===== src/sv/bol_pkg.sv =====
// bol_pkg: command and status codes and fixed field widths of the bounded ordered list
// no dependencies; used by bol_mem and bounded_ordered_list
package bol_pkg;

	localparam int DATA_W = 32;
	localparam int CMD_W  = 3;
	localparam int POS_W  = 4;

	typedef enum logic [CMD_W-1:0] {
		CMD_APPEND    = 3'd0,
		CMD_DEL_HEAD  = 3'd1,
		CMD_DEL_TAIL  = 3'd2,
		CMD_DEL_AFTER = 3'd3,
		CMD_READ_OUT  = 3'd4
	} cmd_t;

	typedef enum logic [1:0] {
		ST_OK      = 2'd0,
		ST_EMPTY   = 2'd1,
		ST_FULL    = 2'd2,
		ST_NOAFTER = 2'd3
	} status_t;

endpackage


===== src/sv/bol_mem.sv =====
// bol_mem: element store, one write port and one read port with registered read data
// depends on bol_pkg for the data width
module bol_mem #(
	parameter int DEPTH = 16,
	parameter int AW    = 4
) (
	input  logic                       clk,
	input  logic                       we,
	input  logic [AW-1:0]              waddr,
	input  logic [bol_pkg::DATA_W-1:0] wdata,
	input  logic [AW-1:0]              raddr,
	output logic [bol_pkg::DATA_W-1:0] rdata
);

	logic [bol_pkg::DATA_W-1:0] mem_q [DEPTH];

	always_ff @(posedge clk) begin
		if (we) begin
			mem_q[waddr] <= wdata;
		end
	end

	always_ff @(posedge clk) begin
		rdata <= mem_q[raddr];
	end

endmodule


===== src/sv/bounded_ordered_list.sv =====
// bounded_ordered_list: top level with the command sequencer, element count and result registers
// depends on bol_pkg and bol_mem
//
// usage:
//   a command transaction is taken at a rising edge with start high and busy low:
//   command, value (append only) and position (delete after position only).
//   results come out on status, element, count and last, each marked by done, which is
//   high for a single cycle per result; the receiver cannot stall, so it must take every result.
//   result timing and throughput:
//   - append, delete tail, errors, unused codes: result in the cycle after the command,
//     busy stays low, so a new command can follow every cycle
//   - delete head / delete after position: the store copies one element a cycle to
//     close the gap; the result is loaded with the last copy, busy meanwhile; removing
//     the last element needs no copy and answers in the cycle after the command
//   - read out: one result per element every cycle, the first after the read pointer and
//     the store's read register; busy until the last is loaded; an empty list gives one
//     result; the sequencer and the one read port and one write port of the store set this timing.
//   reset clears the count and the sequencer; the store itself is not cleared, only
//   entries below the count are ever read.
module bounded_ordered_list #(
	parameter int DEPTH = 16
) (
	input  logic                              clk,
	input  logic                              arst_n,
	input  logic                              start,
	output logic                              busy,
	input  logic [bol_pkg::CMD_W-1:0]         command,
	input  logic signed [bol_pkg::DATA_W-1:0] value,
	input  logic [bol_pkg::POS_W-1:0]         position,
	output logic                              done,
	output logic [1:0]                        status,
	output logic signed [bol_pkg::DATA_W-1:0] element,
	output logic [$clog2(DEPTH+1)-1:0]        count,
	output logic                              last
);

	localparam int CW = $clog2(DEPTH + 1);
	localparam int AW = (DEPTH > 1) ? $clog2(DEPTH) : 1;
	localparam int XW = (CW > bol_pkg::POS_W + 1) ? CW : bol_pkg::POS_W + 1;

	typedef enum logic [2:0] {
		S_IDLE  = 3'b001,
		S_SHIFT = 3'b010,
		S_READ  = 3'b100
	} state_t;

	state_t                     state_q;
	logic [CW-1:0]              cnt_q;
	logic [CW-1:0]              ptr_q;
	logic [AW-1:0]              wa_q;
	logic                       wv_q;
	logic                       rv_q;
	logic                       rlast_q;
	logic                       done_q;
	bol_pkg::status_t           status_q;
	logic [bol_pkg::DATA_W-1:0] element_q;
	logic [CW-1:0]              count_q;
	logic                       last_q;

	logic                       mem_we;
	logic [AW-1:0]              mem_waddr;
	logic [bol_pkg::DATA_W-1:0] mem_wdata;
	logic [bol_pkg::DATA_W-1:0] mem_rdata;

	logic          accept;
	logic          full;
	logic          empty;
	logic [XW-1:0] idx_x;
	logic [XW-1:0] cnt_x;

	assign busy   = (state_q != S_IDLE);
	assign accept = start && !busy;
	assign full   = (cnt_q == CW'(DEPTH));
	assign empty  = (cnt_q == '0);
	// index of the element that delete after position removes
	assign idx_x  = XW'(position) + XW'(1);
	assign cnt_x  = XW'(cnt_q);

	always_comb begin
		mem_we    = 1'b0;
		mem_waddr = cnt_q[AW-1:0];
		mem_wdata = value;
		if (accept && (command == bol_pkg::CMD_APPEND) && !full) begin
			mem_we = 1'b1;
		end
		if ((state_q == S_SHIFT) && wv_q) begin
			mem_we    = 1'b1;
			mem_waddr = wa_q;
			mem_wdata = mem_rdata;
		end
	end

	bol_mem #(
		.DEPTH (DEPTH),
		.AW    (AW)
	) u_mem (
		.clk   (clk),
		.we    (mem_we),
		.waddr (mem_waddr),
		.wdata (mem_wdata),
		.raddr (ptr_q[AW-1:0]),
		.rdata (mem_rdata)
	);

	always_ff @(posedge clk or negedge arst_n) begin
		if (!arst_n) begin
			state_q   <= S_IDLE;
			cnt_q     <= '0;
			ptr_q     <= '0;
			wa_q      <= '0;
			wv_q      <= 1'b0;
			rv_q      <= 1'b0;
			rlast_q   <= 1'b0;
			done_q    <= 1'b0;
			status_q  <= bol_pkg::ST_OK;
			element_q <= '0;
			count_q   <= '0;
			last_q    <= 1'b0;
		end else begin
			done_q <= 1'b0;
			case (state_q)
				S_IDLE: begin
					if (start) begin
						status_q  <= bol_pkg::ST_OK;
						element_q <= '0;
						count_q   <= cnt_q;
						last_q    <= 1'b1;
						done_q    <= 1'b1;
						case (command)
							bol_pkg::CMD_APPEND: begin
								if (full) begin
									status_q <= bol_pkg::ST_FULL;
								end else begin
									cnt_q   <= cnt_q + CW'(1);
									count_q <= cnt_q + CW'(1);
								end
							end
							bol_pkg::CMD_DEL_HEAD: begin
								if (empty) begin
									status_q <= bol_pkg::ST_EMPTY;
								end else if (cnt_q == CW'(1)) begin
									cnt_q   <= cnt_q - CW'(1);
									count_q <= cnt_q - CW'(1);
								end else begin
									done_q  <= 1'b0;
									ptr_q   <= CW'(1);
									wv_q    <= 1'b0;
									state_q <= S_SHIFT;
								end
							end
							bol_pkg::CMD_DEL_TAIL: begin
								if (empty) begin
									status_q <= bol_pkg::ST_EMPTY;
								end else begin
									cnt_q   <= cnt_q - CW'(1);
									count_q <= cnt_q - CW'(1);
								end
							end
							bol_pkg::CMD_DEL_AFTER: begin
								if (empty) begin
									status_q <= bol_pkg::ST_EMPTY;
								end else if (idx_x >= cnt_x) begin
									status_q <= bol_pkg::ST_NOAFTER;
								end else if (idx_x + XW'(1) == cnt_x) begin
									// removing the tail, nothing to move
									cnt_q   <= cnt_q - CW'(1);
									count_q <= cnt_q - CW'(1);
								end else begin
									done_q  <= 1'b0;
									ptr_q   <= CW'(idx_x + XW'(1));
									wv_q    <= 1'b0;
									state_q <= S_SHIFT;
								end
							end
							bol_pkg::CMD_READ_OUT: begin
								if (empty) begin
									status_q <= bol_pkg::ST_EMPTY;
								end else begin
									done_q  <= 1'b0;
									ptr_q   <= '0;
									rv_q    <= 1'b0;
									state_q <= S_READ;
								end
							end
							default: begin
							end
						endcase
					end
				end
				S_SHIFT: begin
					// read at ptr, write the word in the next cycle one slot lower
					if (ptr_q < cnt_q) begin
						wv_q  <= 1'b1;
						wa_q  <= ptr_q[AW-1:0] - AW'(1);
						ptr_q <= ptr_q + CW'(1);
					end else begin
						wv_q      <= 1'b0;
						cnt_q     <= cnt_q - CW'(1);
						status_q  <= bol_pkg::ST_OK;
						element_q <= '0;
						count_q   <= cnt_q - CW'(1);
						last_q    <= 1'b1;
						done_q    <= 1'b1;
						state_q   <= S_IDLE;
					end
				end
				S_READ: begin
					if (rv_q) begin
						status_q  <= bol_pkg::ST_OK;
						element_q <= mem_rdata;
						count_q   <= cnt_q;
						last_q    <= rlast_q;
						done_q    <= 1'b1;
					end
					if (ptr_q < cnt_q) begin
						rv_q    <= 1'b1;
						rlast_q <= (ptr_q + CW'(1) == cnt_q);
						ptr_q   <= ptr_q + CW'(1);
					end else begin
						rv_q    <= 1'b0;
						state_q <= S_IDLE;
					end
				end
				default: begin
					state_q <= S_IDLE;
				end
			endcase
		end
	end

	assign done    = done_q;
	assign status  = status_q;
	assign element = $signed(element_q);
	assign count   = count_q;
	assign last    = last_q;

`ifndef SYNTH
	a_cnt_bound: assert property (@(posedge clk) disable iff (!arst_n)
		cnt_q <= CW'(DEPTH))
		else $error("element count above depth");

	a_cmd_progress: assert property (@(posedge clk) disable iff (!arst_n)
		accept |=> (done || busy))
		else $error("accepted command gave neither a result nor busy");

	a_more_follow: assert property (@(posedge clk) disable iff (!arst_n)
		(done && !last) |-> busy)
		else $error("non-final result while sequencer idle");

	a_shift_write: assert property (@(posedge clk) disable iff (!arst_n)
		((state_q == S_SHIFT) && wv_q) |-> (CW'(wa_q) + CW'(1) < cnt_q))
		else $error("gap close writes outside the list");
`endif

endmodule


===== config.mk =====
export PLATFORM = sky130hd
export DESIGN_NAME = bounded_ordered_list
export DESIGN_NICKNAME = d
export VERILOG_FILES = /design/src/sv/bol_pkg.sv /design/src/sv/bol_mem.sv /design/src/sv/bounded_ordered_list.sv
export SDC_FILE = /design/constraint.sdc
export NUM_CORES = 1
export LEC_CHECK = 0
export BUFFER_PORTS_ARGS = -buffer_cell sky130_fd_sc_hd__buf_2
export CAP_MARGIN = 20
export CORE_UTILIZATION = 60
export CTS_BUF_LIST = sky130_fd_sc_hd__clkbuf_2
export CTS_CLUSTER_DIAMETER = 80
export DETAILED_ROUTE_END_ITERATION = 10
export PLACE_DENSITY = 0.78
export RECOVER_POWER = 50
export SETUP_SLACK_MARGIN = 0.15
export SLEW_MARGIN = 20
export SYNTH_ARGS = -nofsm -noshare
export SYNTH_HDL_FRONTEND = slang
export SYNTH_HIERARCHICAL = 1
export SYNTH_SLANG_ARGS = --single-unit

===== constraint.sdc =====
create_clock -name clk -period 9 [get_ports clk]
set_input_delay 2.7 -clock clk [delete_from_list [all_inputs] [get_ports clk]]
set_output_delay 2.7 -clock clk [all_outputs]
set_load 0.01 [all_outputs]

---- Word level (Yosys, flattened, before mapping) ----
Memory sizes are Yosys's and may differ from the RTL's. A register that Yosys moved wholly into a read port is not among the register bits.
Index checks and enable logic that the tools add are counted.
word-level totals
  register bits after elaboration ......... 61
  bits in writable memories ............... 512
  word-level logic and storage cells ...... 150
  memories kept ........................... 1
operators by class
  add/sub/neg operators ................... 6
  $lt $le $gt $ge ......................... 2
  eq/ne operators ......................... 27
  muxes and demuxes ....................... 80
  reduce and logical (&&, ||, !) cells .... 22
memory list
  name         depth  width  read ports  clocked after memory_dff  wr ports  RTL line       text
  u_mem.mem_q  16     32     1           1                         1         bol_mem.sv:15  logic [bol_pkg::DATA_W-1:0] mem_q [DEPTH];
operators by type and width
  cell                                                   number
  2-to-1 mux 32 bit                                      4
  one-hot mux 32 bit (3 select lines)                    1
  2-to-1 mux 5 bit                                       18
  one-hot mux 5 bit (3 select lines)                     2
  2-to-1 mux 1 bit                                       27
  2-to-1 mux 3 bit                                       8
  one-hot mux 5 bit (2 select lines)                     2
  one-hot mux 5 bit (4 select lines)                     1
  inequality test 3 bit, second input constant           6
  adder 5 x 1 -> 5 bit, second input constant            3
  2-to-1 mux 2 bit                                       6
  one-hot mux 2 bit (3 select lines)                     2
  equality test 5 bit                                    2
  inequality test 2 bit, second input constant           5
  AND reduction 10 bit                                   1
  equality test 3 x 2 -> 1 bit, second input constant    3
  one-hot mux 1 bit (3 select lines)                     3
  one-hot mux 3 bit (3 select lines)                     1
  AND reduction 9 bit                                    1
  AND reduction 4 bit                                    2
  AND reduction 8 bit                                    1
  equality test 3 x 1 -> 1 bit, second input constant    2
  equality test 3 bit, second input constant             2
  inequality test 3 x 1 -> 1 bit, second input constant  2
  other kinds (22)                                       32

---- Logic depth before layout (Yosys ltp) ----
  word-level depth ........................ 9
  mapped depth ............................ 12
  mapped depth without buffers ............ 10

---- Cells and area by module ----
Netlist, hierarchy kept.
modules (own cells, without submodules)
  module                times used  cells each  area an instance (µm²)  sequential area each (µm²)
  bol_mem               1           838         19835.3                 16015.4
  bounded_ordered_list  1           520         4355.4                  1527.7

---- Worst setup path after synthesis ----
Ideal clock, no wire load.
  path type ............................... input port to flip-flop
  from .................................... input command[2] (netlist bit)
  to ...................................... memory u_mem/mem_q[0][0] (netlist bit) (enable)
  setup time .............................. 461 ps
  arrival time ............................ 6116 ps
  setup slack ............................. 2423 ps
  stages .................................. 6
  path buffers ............................ 2
  cell sequence ........................... clkbuf_1 clkbuf_1 nor2_1 a31o_2 or3b_2 nor3_1
between the ends
  longest elaborated chain between the ends .. 7
RTL lines
  what                                    RTL line                    text
  start, declared                         bounded_ordered_list.sv:27  input logic [bol_pkg::CMD_W-1:0] command,
  zero test 3 bit                         bounded_ordered_list.sv:83  if (accept && (command == bol_pkg::CMD_APPEND) && !full) begin
  logical AND 1 bit (2 in a row)          bounded_ordered_list.sv:83
  2-to-1 mux 1 bit                        bounded_ordered_list.sv:83
  2-to-1 mux 1 bit                        bounded_ordered_list.sv:86  if ((state_q == S_SHIFT) && wv_q) begin
  net mem_we                              bounded_ordered_list.sv:60  logic mem_we;
  2-to-1 mux 1 bit                        bol_mem.sv:18               if (we) begin
  2-to-1 mux 1 bit (implied by the code)  bol_mem.sv:19               mem_q[waddr] <= wdata;
  end, declared                           bol_mem.sv:15
The timed path passes the listed nets, and every way through them passes these cells.

---- Worst setup path after layout ----
  from .................................... register state_q[1]
  to ...................................... memory u_mem/mem_q[14][0] (netlist bit) (enable)
between the ends
  elaborated cells on any way between the ends .. 12
  those cells by class .................... 2 x eq/ne; 5 x mux; 5 x reduce/logical
RTL lines
  what                          RTL line                     text
  start, declared               bounded_ordered_list.sv:47   state_t state_q;
  start signal, assigned        bounded_ordered_list.sv:107  state_q <= S_IDLE;
  start signal, assigned        bounded_ordered_list.sv:148  state_q <= S_SHIFT;
  start signal, assigned        bounded_ordered_list.sv:172  state_q <= S_SHIFT;
  equality test 3 x 2 -> 1 bit  bounded_ordered_list.sv:86
  logical AND 1 bit             bounded_ordered_list.sv:86
  2-to-1 mux 4 bit              bounded_ordered_list.sv:86
  net mem_waddr[0]              bounded_ordered_list.sv:61   logic [AW-1:0] mem_waddr;
The timed path passes the listed nets, and every way through them passes these cells.

==> results.py <==
metrics = {
    "outcome": {
        "outcome": "complete, but fails checks",
        "violations": "max-capacitance violations, max-slew violations",
    },
    "worst_setup_path": {
        "critPathBufInv": 2,
        "cp_top_family": "simple AND/OR/NAND/NOR gates",
        "start_kind": "register",
        "timing.rr.end": "u_mem/mem_q[14][0]",
        "cp_cell_sequence": "nor3b_1, and2_0, clkbuf_1, o21ai_0, nand2b_1, nor2_4, buf_4",
        "rrSetupSlack_ps": 2810,
        "r2r_start": "state_q[1]",
        "worst_ep_required_time_ps": 9670,
        "crit_path_end_kind": "register",
        "crit_slowest_cell": "and2_0",
        "ff2ff_path_depth": 7,
        "crit_path_max_fanout": 24,
        "crit_arrival_ps": 6860,
        "slowest_delay_ps": 1390,
        "critPathKind": "register to register",
    },
    "power_and_ir_drop": {
        "powerDensity_mw_per_mm2": 259.4,
        "p_int_mw": 4.698,
        "swShare_pct": 32.18,
        "clockPowerShare_pct": 25.3,
        "p_leak_nw": 9.374,
        "p_sw_mw": 2.229,
        "seqPwrFrac_pct": 49.4,
        "peakVddDrop_mv": 0.1547,
        "p_comb_share_pct": 25.3,
    },
    "timing": {
        "hold_slack_ps": 396.4,
        "drv_slew": 222,
        "relSlewSlack_pct": -169.5,
        "min_period_ps": 6194,
        "final-setup-viol-count": 0,
        "finalHoldViolCount": 0,
        "clock_skew_ps": 80.00,
        "fmax_mhz": 161.4,
        "tightest_slew_ps": 4042,
        "setup-tns-final_ps": 0,
        "fin_crit_sh_pct": 68.83,
        "rsz0062_at_grt": "false",
    },
    "run": {
        "drv_cap": 6,
    },
    "floorplanning": {
        "die_w_um": 202.8,
        "pin_count": 84,
        "num_rows": 73,
        "chipHeight_um": 202.8,
        "dieArea_mm2": 0.04113,
        "core-area_mm2": 0.03973,
        "start_util_pct": 60.88,
    },
    "detailed_routing": {
        "highest_layer": "met4",
        "routed_wl_um": 50970,
        "drt_iter0_drc": 1072,
        "drc": 0,
        "wl_per_cell_um": 23.47,
        "dr_wl_met2_um": 25180,
        "wl_met1_um": 20770,
        "vias": 13320,
        "antenna_left": 0,
        "vias_per_cell": 6.133,
        "met3_length_um": 3797,
        "drtPass1Iterations": 5,
    },
    "worst_hold_path": {
        "hp-start": "u_mem/rdata[2]",
        "min_path_type": "register to register",
        "min_to": "element[2]",
        "holdPathStages": 2,
    },
    "synth": {
        "avgSynthCellArea_um2": 17.81,
        "synth_area_leaders": "edfxtp_1 (64%), mux4_2 (12%), dfrtp_1 (6.2%), dfxtp_1 (2.6%), nand2_1 (2.1%)",
        "netlist_top_cells_count": "edfxtp_1 (512), nand2_1 (133), mux4_2 (128)",
        "ys_ff_latch": 605,
        "synth_largest_area_cell": "edfxtp_1",
        "synth_cell_type_count": 74,
        "synth-warning-count": 6,
        "syn_inst": 1358,
        "yosys.area.top_type_share_pct": 63.56,
        "synth-async-reset-ratio_pct": 10.08,
        "netlist_area_mm2": 0.02419,
        "syn_nets": 1417,
        "synth_ff_type": "edfxtp_1",
        "synth_most_common_cell": "edfxtp_1",
        "synth_edf_count": 512,
        "synth-seq-area-share_pct": 72.52,
    },
    "placed_design": {
        "place_inst": 1906,
        "place_area_mm2": 0.02527,
        "port_buffers": 83,
        "gp_congestion": 0.8551,
        "dp_hpwl_um": 29920,
    },
    "layout": {
        "fillers": 2650,
        "layout-drive-gt1-share_pct": 30.03,
        "stdcell_area_mm2": 0.02671,
        "final_cells": 2172,
        "fin_nets": 1589,
        "areaGrowthSynthToFinish_pct": 10.40,
    },
    "grt": {
        "grtUsageTotal_pct": 25.81,
        "grt_pass1_vias": 13700,
        "antenna_found_initial": 3,
        "grt_max_degree": 77,
        "grt-ovfl-total": 0,
        "grt_pass1_wl_um": 78850,
    },
    "cts": {
        "cts_tree": "yes",
        "cts_setup_buffers": 0,
        "clockBufferDepth": 3,
        "clkSinkCount": 605,
        "cts_resized": 0,
        "clkTransAtPathRegs_ps": 110,
        "cts_buffers": 143,
        "htree_num_levels": 4,
        "clk_latency_ps": 1050,
        "cts_root_buf": "clkbuf_2",
        "postCtsHoldBufs": 0,
    },
}
-- placed cells by master (no fill, tap or decap), types with 29 or more instances in the layout --
master    netlist  routed
clkinv_1        0      36
buf_2          13      81
dfrtp_1        60      59
edfxtp_1      512     512
nor2_1         46      33
dfxtp_1        32      32
o21ai_0        29      29
clkbuf_2        0     201
nand3_1        45      45
mux2_1          0      32
nand2_1       133     132
a22oi_1        65      65
mux4_2        128     128
-- cell type report --
class	instances	area (um^2)	share of cell area, %
sequential	605	17550	65.70
multi-input combinational	656	6381	23.89
clock buffer	201	1006	3.767
timing repair buffer	108	698.2	2.614
tap	525	656.9	2.460
clock inverter	59	351.6	1.317
inverter	16	60.06	0.2249
antenna	2	5.005	0.01874
-- state kept, by name, indices dropped and copies added (netlist names) --
signal and count:
rlast_q 1, rv_q 1, last 1, state_q 3, ptr_q 5, wv_q 1
wa_q 4, done 1, u_mem/rdata 32, status 2, cnt_q 5, u_mem/mem_q 512
element 32, count 5
-- power by group through the flow --
stage | Clock [mW] | Combinational, mW | Sequential, mW
3_3_place_gp | 0 | 1.72 | 3.48
6_report | 1.75 | 1.76 | 3.42
5_1_grt | 1.94 | 1.91 | 3.45
4_1_cts | 1.80 | 1.75 | 3.42
2_1_floorplan | 0 | 1.40 | 3.33
3_5_place_dp | 0 | 1.74 | 3.48
-- worst max path at each step --
stage | endpoint | slack [ps] | start | cells past startpoint
floorplan | u_mem/mem_q[0][0] | 2420 | command[2] | 6
global placement | u_mem/mem_q[1][17] | 3560 | command[0] | 5
detailed placement | u_mem/mem_q[3][17] | 3530 | command[0] | 5
CTS | busy | 4110 | state_q[0] | 3
global route | ptr_q[1] | 2340 | arst_n | 1
finish | u_mem/mem_q[14][0] | 2810 | state_q[1] | 7
-- cells by family after synthesis --
family                     Yosys count  share of synthesized area, %
muxes                              162                         13.49
xor gates and xnor gates            22                        0.9465
DFF                                605                         72.52
adders and majority gates           17                        0.8793
buffers and inverters               97                         1.727
and+or+nand+nor                    278                         5.286
AOI/OAI and AO/OA                  177                         5.152
-- worst reg2reg max path: stages (launching register included) --
cell	delay [ps]
dfrtp_1	460
nor3b_1	250
and2_0	1390
clkbuf_1	1290
o21ai_0	760
nand2b_1	540
nor2_4	670
buf_4	450
-- stage by stage --
stage / setup WS (ps) / total power [mW] / util, %
floorplan: 2423 / 4.731 / -
global placement: 3559 / 5.196 / 63.45
detailed placement: 3526 / 5.226 / 63.59
CTS: 4111 / 6.974 / 67.01
global route: 2337 / 7.294 / 67.21
finish: 2806 / 6.927 / 67.21
-- layer usage --
layer | track usage, % | vias up
li1 | - | 5884
met1 | 35.16 | 6747
met2 | 41.41 | 594
met3 | 5.602 | 96
met4 | 9.748 | 0
met5 | 0 | -
(Power assumes the default switching activity.)
